`src/rtl/rle8_pkg.sv`:
```
// Shared types and constants for the BMP RLE8 run encoder.
package rle8_pkg;

    // Field widths.
    localparam int PIXEL_W  = 8;
    localparam int COUNT_W  = 8;

    // Longest run that one pair can carry.
    localparam logic [COUNT_W-1:0] RUN_MAX = 8'd255;

    // Escape codes carried in the value byte of a zero-count pair.
    localparam logic [PIXEL_W-1:0] ESC_EOL = 8'd0;
    localparam logic [PIXEL_W-1:0] ESC_EOF = 8'd1;

    // Most result pairs that one pixel can cause.
    localparam int MAX_RES  = 4;
    localparam int SLOT_W   = $clog2(MAX_RES);
    localparam int NUM_W    = $clog2(MAX_RES + 1);

    // One encoded pair plus its end-of-image mark.
    typedef struct packed {
        logic [COUNT_W-1:0] run_count;
        logic [PIXEL_W-1:0] run_value;
        logic               last;
    } res_t;

endpackage

```
`src/rtl/bmp_rle8_run_encoder_top.sv`:
```
// Top level of the BMP RLE8 run encoder.
//
// Input channel (s_*): one pixel per item. s_tdata carries the pixel,
// s_tlast marks the last pixel of a row and s_tuser the last pixel of the
// image (which also closes the row).
// Output channel (m_*): one (count, value) pair per item. A count of zero
// marks an escape pair: value 0 ends a line, value 1 ends the file. m_tlast
// is set on the end-of-file pair only.
// Latency: the first pair caused by a pixel appears the cycle after the
// pixel is accepted.
// Throughput: a pixel causes 0 to 4 pairs, which are held in a four-slot
// result register and sent one per cycle. A new pixel is taken in the same
// cycle that the last waiting pair leaves, so the pairs of one pixel all
// leave before the next pixel's pairs, and pixels that cause at most one pair
// flow at one per clock. The output port, one pair per cycle, sets the rate.
// When the receiver stalls, the waiting pairs hold and s_tready stays low.
// Reset clears the open run and drops any waiting pairs.
module bmp_rle8_run_encoder_top
(
    input  logic        clk,
    input  logic        rst_n,
    input  logic        s_tvalid,
    output logic        s_tready,
    input  logic [7:0]  s_tdata,   // [7:0] pixel
    input  logic        s_tlast,   // row_end
    input  logic        s_tuser,   // image_end
    output logic        m_tvalid,
    input  logic        m_tready,
    output logic [15:0] m_tdata,   // [7:0] run_count, [15:8] run_value
    output logic        m_tlast    // last
);

    // Run state.
    logic [rle8_pkg::PIXEL_W-1:0] held_value_reg, held_value_next;
    logic [rle8_pkg::COUNT_W-1:0] held_count_reg, held_count_next;
    logic                         run_open_reg, run_open_next;

    // Result slots, slot 0 is presented on the output.
    rle8_pkg::res_t               slot_reg [rle8_pkg::MAX_RES];
    rle8_pkg::res_t               slot_next [rle8_pkg::MAX_RES];
    logic [rle8_pkg::NUM_W-1:0]   num_reg, num_next;

    logic                         accept;
    logic                         pop;
    logic                         eol;
    logic                         extend;
    logic [rle8_pkg::PIXEL_W-1:0] run_val;
    logic [rle8_pkg::COUNT_W-1:0] run_cnt;
    rle8_pkg::res_t               lst [rle8_pkg::MAX_RES];
    logic [rle8_pkg::NUM_W-1:0]   lst_num;

    // Handshakes: a pixel enters when no pair will be left waiting.
    assign m_tvalid = (num_reg != '0);
    assign pop      = m_tvalid & m_tready;
    assign s_tready = (num_reg == '0) ||
                      ((num_reg == rle8_pkg::NUM_W'(1)) && m_tready);
    assign accept   = s_tvalid & s_tready;

    assign m_tdata  = {slot_reg[0].run_value, slot_reg[0].run_count};
    assign m_tlast  = slot_reg[0].last;

    // Run update for the incoming pixel.
    assign eol    = s_tlast | s_tuser;
    assign extend = run_open_reg && (s_tdata == held_value_reg) &&
                    (held_count_reg < rle8_pkg::RUN_MAX);
    assign run_val = extend ? held_value_reg : s_tdata;
    assign run_cnt = extend ? (held_count_reg + rle8_pkg::COUNT_W'(1))
                            : rle8_pkg::COUNT_W'(1);

    // Build the ordered list of pairs this pixel causes.
    always_comb
    begin
        for (int i = 0; i < rle8_pkg::MAX_RES; i++)
        begin
            lst[i] = '0;
        end
        lst_num = '0;
        if (run_open_reg && !extend)
        begin
            lst[lst_num[rle8_pkg::SLOT_W-1:0]] = '{held_count_reg, held_value_reg, 1'b0};
            lst_num = lst_num + rle8_pkg::NUM_W'(1);
        end
        if (eol)
        begin
            lst[lst_num[rle8_pkg::SLOT_W-1:0]] = '{run_cnt, run_val, 1'b0};
            lst_num = lst_num + rle8_pkg::NUM_W'(1);
            lst[lst_num[rle8_pkg::SLOT_W-1:0]] = '{'0, rle8_pkg::ESC_EOL, 1'b0};
            lst_num = lst_num + rle8_pkg::NUM_W'(1);
        end
        if (s_tuser)
        begin
            lst[lst_num[rle8_pkg::SLOT_W-1:0]] = '{'0, rle8_pkg::ESC_EOF, 1'b1};
            lst_num = lst_num + rle8_pkg::NUM_W'(1);
        end
    end

    // Next run state: a row end closes everything.
    always_comb
    begin
        held_value_next = held_value_reg;
        held_count_next = held_count_reg;
        run_open_next   = run_open_reg;
        if (accept)
        begin
            if (eol)
            begin
                held_value_next = '0;
                held_count_next = '0;
                run_open_next   = 1'b0;
            end
            else
            begin
                held_value_next = run_val;
                held_count_next = run_cnt;
                run_open_next   = 1'b1;
            end
        end
    end

    // Result slots: shift on a pop, load a fresh list on an accept.
    always_comb
    begin
        for (int i = 0; i < rle8_pkg::MAX_RES; i++)
        begin
            slot_next[i] = slot_reg[i];
        end
        num_next = num_reg;
        if (pop)
        begin
            for (int i = 0; i < rle8_pkg::MAX_RES - 1; i++)
            begin
                slot_next[i] = slot_reg[i + 1];
            end
            num_next = num_reg - rle8_pkg::NUM_W'(1);
        end
        if (accept)
        begin
            for (int i = 0; i < rle8_pkg::MAX_RES; i++)
            begin
                slot_next[i] = lst[i];
            end
            num_next = lst_num;
        end
    end

    // Control state.
    always_ff @(posedge clk or negedge rst_n)
    begin
        if (!rst_n)
        begin
            held_value_reg <= '0;
            held_count_reg <= '0;
            run_open_reg   <= 1'b0;
            num_reg        <= '0;
        end
        else
        begin
            held_value_reg <= held_value_next;
            held_count_reg <= held_count_next;
            run_open_reg   <= run_open_next;
            num_reg        <= num_next;
        end
    end

    // Payload slots need no reset.
    always_ff @(posedge clk)
    begin
        for (int i = 0; i < rle8_pkg::MAX_RES; i++)
        begin
            slot_reg[i] <= slot_next[i];
        end
    end

    // A pixel is never taken while a pair would stay waiting.
    a_no_overwrite: assert property (@(posedge clk) disable iff (!rst_n)
        accept |-> ((num_reg == '0) || ((num_reg == rle8_pkg::NUM_W'(1)) && pop)))
        else $error("pixel accepted over waiting pairs");

    // The slot count never exceeds the slot array.
    a_num_range: assert property (@(posedge clk) disable iff (!rst_n)
        num_reg <= rle8_pkg::NUM_W'(rle8_pkg::MAX_RES))
        else $error("slot count out of range");

    // The end-of-file mark only rides on the end-of-file escape pair.
    a_last_pair: assert property (@(posedge clk) disable iff (!rst_n)
        (m_tvalid && m_tlast) |-> (m_tdata == 16'h0100))
        else $error("last set on a pair that is not end of file");

    // An open run is never empty, a closed one holds no count.
    a_run_count: assert property (@(posedge clk) disable iff (!rst_n)
        run_open_reg ? (held_count_reg != '0) : (held_count_reg == '0))
        else $error("run count disagrees with run state");

    // A row end leaves no run open.
    a_row_close: assert property (@(posedge clk) disable iff (!rst_n)
        (accept && eol) |=> !run_open_reg)
        else $error("run left open after row end");

endmodule

```
`config.mk`:
```
export PLATFORM = sky130hd
export DESIGN_NAME = bmp_rle8_run_encoder_top
export DESIGN_NICKNAME = d
export VERILOG_FILES = /design/src/rtl/rle8_pkg.sv /design/src/rtl/bmp_rle8_run_encoder_top.sv
export SDC_FILE = /design/constraint.sdc
export NUM_CORES = 1
export LEC_CHECK = 0
export BUFFER_PORTS_ARGS = -buffer_cell sky130_fd_sc_hd__buf_2
export CELL_PAD_IN_SITES_DETAIL_PLACEMENT = 0
export CELL_PAD_IN_SITES_GLOBAL_PLACEMENT = 1
export CORE_MARGIN = 2
export CORE_UTILIZATION = 41
export DETAILED_ROUTE_END_ITERATION = 12
export GPL_TIMING_DRIVEN = 0
export HOLD_SLACK_MARGIN = 0.03
export PLACE_DENSITY_LB_ADDON = 0.1
export SKIP_LAST_GASP = 1
export SLEW_MARGIN = 20
export SYNTH_ARGS = -nofsm -noshare
export SYNTH_HDL_FRONTEND = slang
export SYNTH_SLANG_ARGS = --single-unit
```
`constraint.sdc`:
```
create_clock -name clk -period 2.05 [get_ports clk]
set_input_delay 0.205 -clock clk [delete_from_list [all_inputs] [get_ports clk]]
set_output_delay 0.205 -clock clk [all_outputs]
set_load 0.005 [all_outputs]
```
Yosys cells after proc, flatten, opt, wreduce, memory -nomap -nowiden. Memory sizes are Yosys's and may differ from the RTL's. Index checks and enable logic that the tools add are counted.

Register bits after elaboration: 20. RAM bits: 68. Output and inout bits: 19. Memories: 1.

Memories: slot_reg (depth 4, bits a word 17, read ports 4, clocked after Yosys merged registers in 0, wr ports 4, line bmp_rle8_run_encoder_top.sv:39) `rle8_pkg::res_t slot_reg [rle8_pkg::MAX_RES];`.

Add/subtract/negate cells: 5. Order comparisons: 7. Eq/ne operators: 2. Multiplexer cells: 22. Bitwise logic cells: 11. Reductions and logical operators: 12.

Operators by type and width (number): $mux W68 (3); $demux W17 S2 (3); $and A68 B68 Y68 (1); $bwmux W68 (1); $mux W17 (4); $not A68 Y68 (1); $and A60 B60 Y60 (1); $not A60 Y60 (1); $mux W51 (1); $mux W8 (4); $mux W3 (4); $add A3 B1 Y3 const B (3); $ge A3 B3 Y1 const B (3); $lt A3 B1 Y1 const B (3); $not A2 Y3 (3); $add A8 B1 Y8 const B (1); $eq A8 B8 Y1 (1); $lt A8 B8 Y1 const B (1); $or A8 B8 Y8 (1); $logic_and A1 B1 Y1 (7); $eq A3 B1 Y1 const B (1); $logic_not A3 Y1 (1); $reduce_bool A3 Y1 (1); $sub A3 B1 Y3 const B (1); 6 further kinds (8).

Depth between registers and ports, before layout. Gate-level depths: netlist of run 1.

Depth in word-level cells: 18. Gate-level depth with buffers: 9. Depth with buffers taken out: 8.

Worst setup path before layout of run 1. OpenSTA, ideal clock, no wires.

Path kind: flip-flop to flip-flop. From: register num_reg[0] (netlist name). To: memory slot_reg[0][0] (netlist bit), enable pin. Setup time: 0.390 ns. Data arrival time: 1.672 ns. Slack: -0.012 ns. Cell stages (with the launch flop): 6. Buffers on the path: 0. Clock period less this slack: 2.062 ns. Path through: dfrtp_1 > inv_1 > ha_1 > nor2b_1 > mux2i_1 > inv_1.

RTL lines (line): end: declaration (bmp_rle8_run_encoder_top.sv:39).

==> impl_metrics.json, run 1 <==
{
  "antenna_found_initial": 1,
  "synthAdderAreaFrac_pct": 1.72,
  "grt_pass1_wl_mm": 11.7,
  "setup_ws_ns": -0.00379,
  "critPathKind": "reg -> reg",
  "ys.warnings.count": 0,
  "p_int_uw": 2480,
  "combPwrFrac_pct": 40.3,
  "clkPwrFrac_pct": 15.2,
  "cts.clk_slew.worst_paths_ns": 0.10,
  "dpl.hpwl_mm": 4.72,
  "core_mm2": 0.00683,
  "root_buffer": "clkbuf_8",
  "seqPwrFrac_pct": 44.5,
  "rsz0062_at_grt": "yes",
  "clock_path_buffers": 2,
  "synth_edf_count": 36,
  "synth_top_family_by_area": "compound AO/OA/AOI/OAI gates",
  "die_area_mm2": 0.00778,
  "ys_seq_elements": 56,
  "first_pass_iters": 5,
  "startpoint_type": "flip-flop",
  "leakagePower_uw": 0.00142,
  "ys_async_sr_fraction_pct": 35.7,
  "initial_core_util_pct": 42.5,
  "p_per_area_mw_per_mm2": 1100,
  "cts_tree": "yes",
  "syn_area_mm2": 0.00291,
  "yosys.area_share.simple_pct": 17.7,
  "synth.distinct_cells": 46,
  "period_needed_ns": 2.05,
  "holdPathStages": 3,
  "synth-xor-area-share_pct": 3.01,
  "grt_overflow_total": 0,
  "synth_seq_area_share_pct": 54.4,
  "clock-skew-final_ns": 0.00440,
  "drtAntennaViolNets": 0,
  "switchingPower_uw": 1470,
  "ios": 33,
  "first_iter_violations": 101,
  "muxShareOfSynthArea_pct": 0.345,
  "hold_class": "in -> reg",
  "vias": 2330,
  "synth_compound_area_share_pct": 18.9,
  "gp_congestion": 0.793,
  "clock.fmax_ghz": 0.487,
  "drv_cap": 0,
  "switching_share_pct": 37.2,
  "wl_per_cell_um": 17.7,
  "viasPerCell": 5.43,
  "finalCritPeriodShare_pct": 100,
  "clk_latency_ns": 0.31,
  "n_fill_cell": 660,
  "diodes": 0,
  "avgSynthCellArea_um2": 10.7,
  "drive_gt1_share_pct": 28.8,
  "tightestPinTransition_ns": 0.964,
  "outcome": "finished, violations left",
  "portBuffers": 32,
  "grt_start_max_net_pins": 21,
  "drv_slew": 0,
  "ir_worst_vdd_uv": 460,
  "finalHoldViolations": 0,
  "maxSlewHeadroom_pct": 35.5,
  "worstPathRequired_ns": 2.13,
  "cts_sinks": 56,
  "drc": 0,
  "htreeDepth": 2,
  "cts_buffers": 5,
  "tns_ns": -0.0117,
  "cp.arrival_ns": 2.13,
  "nets": 350,
  "row_count": 30,
  "grt_use_total_pct": 20.2,
  "cp-end-kind": "flip-flop",
  "hold_ws_ns": 0.171,
  "largest_reg_flops": 36,
  "chipHeight_um": 88.2,
  "areaGrowthSynthToFinish_pct": 23.7,
  "r2r_cells": 7,
  "worst-path-max-fanout": 5,
  "finalWirelength_mm": 7.58,
  "ys_dominant_reg_cell": "edfxtp_1",
  "synthCells": 272,
  "violations": "negative setup slack",
  "setup_viol": 5,
  "chipWidth_um": 88.2,
  "grt_pass1_vias": 2189
}
==> power by group through the flow <==
| stage | sequential [uW] | clock, uW | combinational (uW) |
|---|---|---|---|
| global route | 1790 | 661 | 1750 |
| global placement | 1760 | 0 | 1280 |
| finish | 1750 | 599 | 1590 |
| detailed placement | 1760 | 0 | 1300 |
| floorplan | 1750 | 0 | 883 |
| CTS | 1740 | 621 | 1450 |
==> worst paths after layout <==
path,start,endpoint,slack (ns)
worst max-delay path,held_count_reg[1],slot_reg[1][8],-0.004
worst min-delay path,s_tdata[4],held_value_reg[4],0.17
worst max register to register,held_count_reg[1],slot_reg[1][8],-0.004
worst min register to register,slot_reg[1][0],slot_reg[0][0],0.53
max in group asynchronous,rst_n,held_count_reg[1],1.30
min in group asynchronous,rst_n,held_value_reg[3],0.39
==> stage by stage <==
step / std cells / total power (uW) / utilization, % / area, um2 / setup slack (ns)
finish: 429 / 3940 / 52.6 / 3590 / -0.00379
global route: 429 / 4210 / 52.6 / 3590 / -0.0526
CTS: 423 / 3800 / 50.4 / 3440 / -0.00733
detailed placement: 406 / 3060 / 47.3 / 3230 / -0.382
global placement: 406 / 3040 / 47.3 / 3230 / -0.326
floorplan: 278 / 2630 / - / 2950 / 0.0107
==> cells in the final DEF, fill, tap and decap left out, drive strengths merged, types with 2 or more instances in the layout <==
cell type,count
and2,13
nand4,3
a41oi,2
a221oi,2
nor3,10
nor4,2
inv,9
o21ai,18
a41o,2
nand2,27
nand3,9
buf,50
a22o,5
and3,7
o31ai,4
a32oi,5
edfxtp,36
o211ai,10
xnor2,9
clkinvlp,3
nor2,21
conb,7
ha,4
dfrtp,20
clkbuf,15
a21oi,25
a21o,3
==> synthesized netlist by cell type (2+ instances only) <==
cell      number  area share [%]
nand3_1        8             1.4
a32oi_1        5             1.5
a22o_1         5             1.5
xnor2_1        9             2.7
ha_1           4             1.7
edfxtp_1      36              37
clkbuf_1       8             1.0
nor2_1        21             2.7
and2_1        13             2.8
buf_2          5            0.86
a41o_1         2            0.69
dfrtp_1       20              17
and3_1         6             1.3
inv_1         10             1.3
o31ai_1        4             1.0
o21ai_0       18             3.1
a21oi_1       25             4.3
nand4_1        2            0.43
nand2_1       27             3.5
nor3_1         7             1.2
o211ai_1      10             2.6
a21o_1         3            0.78
==> logic make-up (layout without fill, tap and decap cells) <==
logic type,Yosys count,after routing
multiplexers,1,1
flip-flops,56,56
buffers and inverters,25,79
AND/OR/NAND/NOR,95,96
adder cells (fa/ha/maj),4,4
other,1,7
XOR/XNOR,10,10
AO/OA/AOI/OAI,80,80
==> layer usage <==
metal  global-route usage [%]  wire (um)  vias to the layer above
li1                         -          -                     1120
met1                     29.1       3650                     1125
met2                     31.0       3490                       73
met3                     3.77        324                       12
met4                     6.47        116                        0
met5                        0          0                        -
==> worst max-delay path, cell delays in order (launching register included) <==
cell and delay (ns):
dfrtp_2 0.45, ha_4 0.18, and3_4 0.20, and3_4 0.18
o41ai_4 0.31, buf_4 0.21, nor3_4 0.08, and2_1 0.21
==> cell type report <==
class,count,area (um2),share of cell area (%)
clock buffer,6,72.6,2.02
inverter,10,41.3,1.15
sequential,56,1580,44.0
timing repair buffer,45,285,7.94
timing repair inverter,1,7.51,0.209
clock inverter,2,11.3,0.313
buffer,15,100,2.79
multi-input combinational,198,1370,38.2
tap,96,120,3.34
==> timing repair <==
action                                  in CTS  in global routing
pin swaps                                    2                  6
endpoints found under the hold margin       20                  0
buffers inserted                             7                  5
endpoints found under the setup margin      67                 39
resized for setup                           10                 27
gates cloned                                 1                  1
hold buffers                                 1                  0
Note: power is estimated with default switching activity, not from simulation.
==> run 2: changes to the inputs <==
--- a/config.mk
+++ b/config.mk
@@ -14,6 +14,7 @@
 export GPL_TIMING_DRIVEN = 0
 export HOLD_SLACK_MARGIN = 0.03
 export PLACE_DENSITY_LB_ADDON = 0.1
+export RECOVER_POWER = 25
 export SKIP_LAST_GASP = 1
 export SLEW_MARGIN = 20
 export SYNTH_ARGS = -nofsm -noshare
==> run 2 against run 1 <==
Against the previous run: the flow still finishes with violations (negative setup slack); first-iteration DRC count unchanged; design area shrank 0.14%; critical path type unchanged; hold slack got worse by 0.0016 ns; global-route usage did not move; largest cell class unchanged; via count grew 0.34%; fmax down 0.12%; final cell count unchanged.
==> impl_metrics.json, run 2 (same netlist as run 1, synthesis figures left out) <==
{
  "portBuffers": 32,
  "initial_core_util_pct": 42.5,
  "cp.arrival_ns": 2.14,
  "worstPathRequired_ns": 2.13,
  "cts_tree": "yes",
  "drv_cap": 0,
  "core_mm2": 0.00683,
  "cts_buffers": 5,
  "cts.clk_slew.worst_paths_ns": 0.10,
  "slowest_delay_ns": 0.45,
  "largest_reg_flops": 36,
  "htreeDepth": 2,
  "grt_start_max_net_pins": 21,
  "root_buffer": "clkbuf_8",
  "chipHeight_um": 88.2,
  "leakagePower_uw": 0.00141,
  "viasPerCell": 5.45,
  "die_area_mm2": 0.00778,
  "tns_ns": -0.0206,
  "slowest_stage": "dfrtp_2",
  "first_pass_iters": 4,
  "path_cells": "ha_4, and3_4, and3_4, o41ai_4, buf_4, nor3_4, and2_1",
  "setup_ws_ns": -0.00628,
  "tightestPinTransition_ns": 1.21,
  "clock-skew-final_ns": 0.00436,
  "ios": 33,
  "p_per_area_mw_per_mm2": 1100,
  "grt_pass1_wl_mm": 11.7,
  "setup_viol": 5,
  "hold_class": "in -> reg",
  "clock.fmax_ghz": 0.486,
  "startpoint_type": "flip-flop",
  "rsz0062_at_grt": "yes",
  "drive_gt1_share_pct": 27.6,
  "finalCritPeriodShare_pct": 100,
  "grt_overflow_total": 0,
  "reg2reg_slack_ns": -0.006,
  "period_needed_ns": 2.06,
  "grt_use_total_pct": 20.2,
  "drc": 0,
  "drv_slew": 0,
  "cts_sinks": 56,
  "ir_worst_vdd_uv": 460,
  "maxSlewHeadroom_pct": 19.6,
  "finalHoldViolations": 0,
  "antenna_found_initial": 1,
  "outcome": "finished, violations left",
  "diodes": 0,
  "crit_start": "held_count_reg[1]",
  "clk_latency_ns": 0.31,
  "dpl_worst_slack_ns": -0.382,
  "finalWirelength_mm": 7.57,
  "gp_congestion": 0.793,
  "cp-end-kind": "flip-flop",
  "violations": "negative setup slack",
  "r2r_cells": 7,
  "drtAntennaViolNets": 0,
  "final_cell_mix": "edfxtp_1 (36), buf_2 (30), nand2_1 (26)",
  "first_iter_violations": 101,
  "critPathKind": "reg -> reg",
  "wl_per_cell_um": 17.6,
  "row_count": 30,
  "nets": 350,
  "clock_path_buffers": 2,
  "vias": 2338,
  "areaGrowthSynthToFinish_pct": 23.5,
  "r2r_end": "slot_reg[1][8]",
  "grt_pass1_vias": 2189,
  "chipWidth_um": 88.2,
  "cp-endpoint": "slot_reg[1][8]",
  "crit_top_cell": "and3_4",
  "mostFrequentLayoutCell": "edfxtp_1",
  "dpl.hpwl_mm": 4.72,
  "worst-path-max-fanout": 5,
  "reg2reg_from": "held_count_reg[1]"
}
[run 2: changes by cell type in the layout (fill, tap and decap cells not counted), sizes merged]
cell    before  now
buf         50   46
clkbuf      15   19
[run 2: cell type report]
type	count	area [um2]
buffer	15	100
clock buffer	6	72.6
clock inverter	2	11.3
fill	660	3240
inverter	10	41.3
multi-input combinational	198	1370
sequential	56	1580
tap	96	120
timing repair buffer	45	280
timing repair inverter	1	7.51
[run 2: what timing repair did]
action	4_1_cts	5_1_grt
cloned	1	1
setup buffers	7	5
pin swaps	2	6
resized for setup	10	27
endpoints found under the setup margin	67	39
hold buffers	1	0
hold endpoints to repair	20	0
[run 2: worst min path at each step]
stage                     from                 to  slack [ns]  cells after the start
floorplan                rst_n  held_count_reg[0]       -0.09                      0
global placement         rst_n  held_value_reg[3]        0.20                      1
detailed placement       rst_n  held_value_reg[3]        0.21                      1
CTS                 s_tdata[4]  held_value_reg[4]        0.15                      3
global route        s_tdata[6]  held_value_reg[6]        0.17                      3
finish              s_tdata[4]  held_value_reg[4]        0.17                      3
[run 2: power breakdown]
part,leakage [uW],switching [uW],internal (uW),total [uW]
Sequential,0.000624,191,1560,1760
Combinational,0.000743,915,671,1590
Clock,0.0000388,362,238,600
[run 2: per-layer routing]
layer  GRT usage (%)  part of all wire [%]  up-vias
li1                -                     -     1121
met1            29.1                    48     1134
met2            31.0                    46       77
met3            3.77                   4.9        6
met4            6.47                   1.1        0
met5               0                     0        -
[run 2: metrics by stage]
stage	hold WS, ns	area [um2]	power, uW	utilization [%]	instances
2_1_floorplan	-0.0906	2950	2630	-	278
3_3_place_gp	0.204	3230	3040	47.3	406
3_5_place_dp	0.209	3230	3060	47.3	406
4_1_cts	0.154	3440	3800	50.4	423
5_1_grt	0.167	3590	4200	52.5	429
6_report	0.169	3590	3940	52.5	429
[run 2: critical path: cells and delay by family (launching register included)]
family | cells | cell delay [ns]
AOI/OAI and AO/OA | 1 | 0.31
adders and majority gates | 1 | 0.18
buffers and inverters | 1 | 0.21
DFF | 1 | 0.45
and+or+nand+nor | 4 | 0.67
